--- src/hdl/brfps_pkg.sv ---
// ----------------------------------------------------------------------------
// brfps_pkg
// shared constants, command codes and types of the byte ring fifo
// ----------------------------------------------------------------------------
package brfps_pkg;

    localparam int DEPTH_DEFAULT = 1024;

    localparam int CMD_W    = 2;
    localparam int DATA_W   = 8;
    localparam int OFFSET_W = 16;
    localparam int FIELD_W  = 10;

    localparam logic [CMD_W-1:0] CMD_PUT  = 2'd0;
    localparam logic [CMD_W-1:0] CMD_GET  = 2'd1;
    localparam logic [CMD_W-1:0] CMD_PEEK = 2'd2;
    localparam logic [CMD_W-1:0] CMD_SKIP = 2'd3;

    typedef struct packed {
        logic               ok;
        logic               rd_en;
        logic [FIELD_W-1:0] bytes_held;
        logic [FIELD_W-1:0] free_slots;
        logic [FIELD_W-1:0] skipped;
        logic [FIELD_W-1:0] contiguous_run;
    } ptr_res_t;

endpackage

--- src/hdl/brfps_ptr.sv ---
// ----------------------------------------------------------------------------
// brfps_ptr
// read and write pointers, fill level, run length and store access
// ----------------------------------------------------------------------------
module brfps_ptr
    import brfps_pkg::*;
#(
    parameter int DEPTH = DEPTH_DEFAULT,
    parameter int AW    = $clog2(DEPTH)
) (
    input  logic                clk,
    input  logic                rst_n,
    input  logic                go,
    input  logic [CMD_W-1:0]    command,
    input  logic [OFFSET_W-1:0] peek_offset,
    input  logic [OFFSET_W-1:0] skip_count,
    output ptr_res_t            res,
    output logic                mem_we,
    output logic                mem_re,
    output logic [AW-1:0]       mem_addr
);

    localparam logic [AW:0] DEPTH_EXT = (AW+1)'(DEPTH);

    logic [AW-1:0] rd_ptr_reg, rd_ptr_next;
    logic [AW-1:0] wr_ptr_reg, wr_ptr_next;

    logic [AW-1:0] held;
    logic [AW-1:0] held_after;
    logic [AW-1:0] start;
    logic [AW-1:0] remaining;
    logic [AW-1:0] skip_amt;
    logic [AW:0]   to_end;
    logic [AW:0]   run;
    logic          off_lt;
    logic          full;
    logic          empty;
    logic          ok;
    logic          rd_en;

    always_comb
    begin
        held      = wr_ptr_reg - rd_ptr_reg;
        off_lt    = peek_offset < OFFSET_W'(held);
        start     = rd_ptr_reg + peek_offset[AW-1:0];
        to_end    = DEPTH_EXT - {1'b0, start};
        remaining = held - peek_offset[AW-1:0];
        full      = (wr_ptr_reg + AW'(1)) == rd_ptr_reg;
        empty     = held == '0;
        skip_amt  = (skip_count > OFFSET_W'(held)) ? held : skip_count[AW-1:0];

        if (!off_lt)
        begin
            run = '0;
        end
        else if (to_end < {1'b0, remaining})
        begin
            run = to_end;
        end
        else
        begin
            run = {1'b0, remaining};
        end

        ok          = 1'b0;
        rd_en       = 1'b0;
        held_after  = held;
        rd_ptr_next = rd_ptr_reg;
        wr_ptr_next = wr_ptr_reg;
        mem_addr    = rd_ptr_reg;

        case (command)
            CMD_PUT:
            begin
                mem_addr = wr_ptr_reg;
                if (!full)
                begin
                    ok          = 1'b1;
                    held_after  = held + AW'(1);
                    wr_ptr_next = wr_ptr_reg + AW'(1);
                end
            end
            CMD_GET:
            begin
                if (!empty)
                begin
                    ok          = 1'b1;
                    rd_en       = 1'b1;
                    held_after  = held - AW'(1);
                    rd_ptr_next = rd_ptr_reg + AW'(1);
                end
            end
            CMD_PEEK:
            begin
                mem_addr = start;
                if (off_lt)
                begin
                    ok    = 1'b1;
                    rd_en = 1'b1;
                end
            end
            default:
            begin
                ok          = 1'b1;
                held_after  = held - skip_amt;
                rd_ptr_next = rd_ptr_reg + skip_amt;
            end
        endcase

        mem_we = go && (command == CMD_PUT) && ok;
        mem_re = go && rd_en;

        res.ok             = ok;
        res.rd_en          = rd_en;
        res.bytes_held     = FIELD_W'(held_after);
        res.free_slots     = FIELD_W'(~held_after);
        res.skipped        = (command == CMD_SKIP) ? FIELD_W'(skip_amt) : '0;
        res.contiguous_run = FIELD_W'(run);
    end

    always_ff @(posedge clk or negedge rst_n)
    begin
        if (!rst_n)
        begin
            rd_ptr_reg <= '0;
            wr_ptr_reg <= '0;
        end
        else if (go)
        begin
            rd_ptr_reg <= rd_ptr_next;
            wr_ptr_reg <= wr_ptr_next;
        end
    end

endmodule

--- config.mk ---
export PLATFORM = sky130hd
export DESIGN_NAME = brfps_ptr
export DESIGN_NICKNAME = d
export VERILOG_FILES = /design/src/hdl/brfps_pkg.sv /design/src/hdl/brfps_ptr.sv
export SDC_FILE = /design/constraint.sdc
export NUM_CORES = 1
export LEC_CHECK = 0
export BUFFER_PORTS_ARGS = -buffer_cell sky130_fd_sc_hd__buf_2
export CAP_MARGIN = 10
export CORE_MARGIN = 5
export CORE_UTILIZATION = 55
export DETAILED_ROUTE_END_ITERATION = 10
export MAX_ROUTING_LAYER = met4
export PLACE_DENSITY = 0.78
export SLEW_MARGIN = 20
export SYNTH_ARGS = -nofsm -noshare
export SYNTH_HDL_FRONTEND = slang
export SYNTH_SLANG_ARGS = --single-unit
--- constraint.sdc ---
create_clock -name clk -period 16.15 [get_ports clk]
set_input_delay 2.4225 -clock clk [delete_from_list [all_inputs] [get_ports clk]]
set_output_delay 2.4225 -clock clk [all_outputs]
set_load 0.01 [all_outputs]
==> out/metrics.csv <==
metric;value;unit
Max Slew Vio Count;0;
WS Path Type;reg2out;
Final Cell Area;5990;sq um
Slew headroom;0.359;
CP Buf/Inv Count;5;
sequential element share of the synthesized area;0.0920;
Nets;926;
met3 WL;1380;um
highest metal used;met4;
Critical Path Max Stage Delay;590;ps
Syn Nets;858;
Async SR Flop Fraction;1.00;
clock transition at the registers of the reported paths;70;ps
setup TNS;0;ps
Synth Flop Type;dfrtp_1;
Initial Util;0.559;
worst path arrival time;7150;ps
maximum clock path buffer count;2;
Area Overhead vs Synth;10.1;%
RePlAce Congestion;0.950;
hpwl dp;14300;um
Clock Tree Root;clkbuf_8;
initial antenna violation count;0;
total grt overflow;0;
RSZ-0062 raised after global routing;false;
Post-CTS Setup Inserts;0;
clock sinks;20;
share of cells above drive strength 1;0.165;
Req. time, crit path;13730;ps
wl on met1;7540;um
CP endpoint kind;primary output;
max-cap violation count;0;
Synth Instances;738;
drt total wl;17500;um
DRC violations left;0;
Unique masters post-synth;80;
HP Class;reg2reg;
total number of vias;5863;
Syn Area/Cell;7.37;sq um
Final Critical Period;9570;ps
synth warn;0;
CP max FO;12;
Global Route Usage Sum;0.300;
die span in x;109;um
clk_lat worst skew;260;ps
Top delay family on crit path;simple AND/OR/NAND/NOR gates;
CP Launch Type;register;
CTS tree;yes;
wire length on met2;8310;um
core area;9730;sq um
Num CTS Buffers;3;
crit path setup slack, layout;6580;ps
DP Worst Slack;6890;ps
post_cts resized;0;
first-pass GRT wire length;28000;um
synthesized flop and latch total;20;
Hold Worst Slack;567;ps
Final Hold Vio Count;0;
post-route ant nets;0;
Rows;36;
Max Freq;105;MHz
Worst-Margin Slew;962;ps
number of flops mapped to enable cells by yosys;0;
Worst path slowest cell;nor2_1;
Pre-antenna DRT Iters;7;
placed cell areas;5930;sq um
# IOs;91;
post-DR vias/cell;6.25;
DIE HEIGHT;109;um
Clock Skews;0.785;ps
mapped cell area;5440;sq um
vias in the first global route;5687;
die area;12000;sq um
outcome;finished, final reports clean;
pin count of the biggest net entering global routing;24;
final period utilization;0.592;
I/O Buffers;90;
Avg WL per Cell;18.7;um
ant diodes;0;
# hold bufs at CTS;0;
H-tree Lvls;1;
DR iter-0 viols;398;
final setup fails;0;
cell usage after synthesis (14+ instances only):
| cell | number | share of area |
|---|---|---|
| o21a_1 | 15 | 0.021 |
| nor3_1 | 23 | 0.021 |
| xnor2_1 | 37 | 0.060 |
| a21oi_1 | 43 | 0.040 |
| dfrtp_1 | 20 | 0.092 |
| and2_1 | 18 | 0.021 |
| inv_1 | 55 | 0.038 |
| a22oi_1 | 14 | 0.019 |
| xor2_1 | 26 | 0.042 |
| nor2_1 | 66 | 0.046 |
| o21ai_0 | 39 | 0.036 |
| ha_1 | 79 | 0.18 |
| clkbuf_1 | 16 | 0.011 |
| nand2_1 | 63 | 0.043 |
| a21o_1 | 18 | 0.025 |
worst paths after layout:
check	start	end	slack, ps	depth (start not counted)
setup / recovery	wr_ptr_reg[0]$_DFFE_PN0P_	res[38]	6580	29
hold / removal	wr_ptr_reg[9]$_DFFE_PN0P_	wr_ptr_reg[9]$_DFFE_PN0P_	570	1
setup reg to reg	rd_ptr_reg[1]$_DFFE_PN0P_	rd_ptr_reg[9]$_DFFE_PN0P_	9210	29
hold reg to reg	wr_ptr_reg[9]$_DFFE_PN0P_	wr_ptr_reg[9]$_DFFE_PN0P_	570	1
max in group asynchronous	rst_n	wr_ptr_reg[5]$_DFFE_PN0P_	13730	1
min in group asynchronous	rst_n	rd_ptr_reg[3]$_DFFE_PN0P_	2110	1
placed cells by master, fill, tap and decap left out, drive strengths merged, types with 9 or more instances in the layout:
cell | Yosys | layout
a21o | 18 | 18
a21oi | 46 | 46
a22oi | 14 | 14
and2 | 19 | 19
buf | 10 | 92
dfrtp | 20 | 20
ha | 79 | 79
inv | 58 | 58
nand2 | 63 | 63
nand2b | 10 | 10
nand3 | 15 | 15
nand4 | 10 | 10
nor2 | 67 | 67
nor2b | 10 | 10
nor3 | 24 | 24
nor4 | 9 | 9
o21a | 15 | 15
o21ai | 42 | 42
or3 | 10 | 10
xnor2 | 37 | 37
xor2 | 27 | 27
stage by stage:
step           cells  utilization
4_1_cts          938        0.616
6_report         938        0.616
3_5_place_dp     934        0.610
5_1_grt          938        0.616
3_3_place_gp     934        0.610
2_1_floorplan    738            -
routing by layer:
| metal | vias to the layer above | global-route usage |
|---|---|---|
| met1 | 2749 | 0.388 |
| met3 | 32 | 0.0346 |
| met5 | - | - |
| met4 | 0 | 0.0882 |
| li1 | 2798 | - |
| met2 | 284 | 0.495 |
cell families after synthesis:
logic type      after synthesis  synth area share
mux                           7            0.0136
buf+inv                      89            0.0663
xor+xnor                     64             0.104
fa+ha+maj                    84             0.199
compound gates              214             0.281
simple gates                260             0.244
flops                        20            0.0920
layout make-up:
| class | count | area (sq um) |
|---|---|---|
| Tap cell | 133 | 166 |
| Sequential cell | 20 | 500 |
| Timing Repair Buffer | 92 | 465 |
| Fill cell | 927 | 3740 |
| Multi-Input combinational cell | 629 | 4580 |
| Clock buffer | 4 | 55.1 |
| Inverter | 60 | 225 |
Power is left out: the tool's default activity adds up to more than one toggle a clock period on the data nets, which glitch-free logic cannot reach.
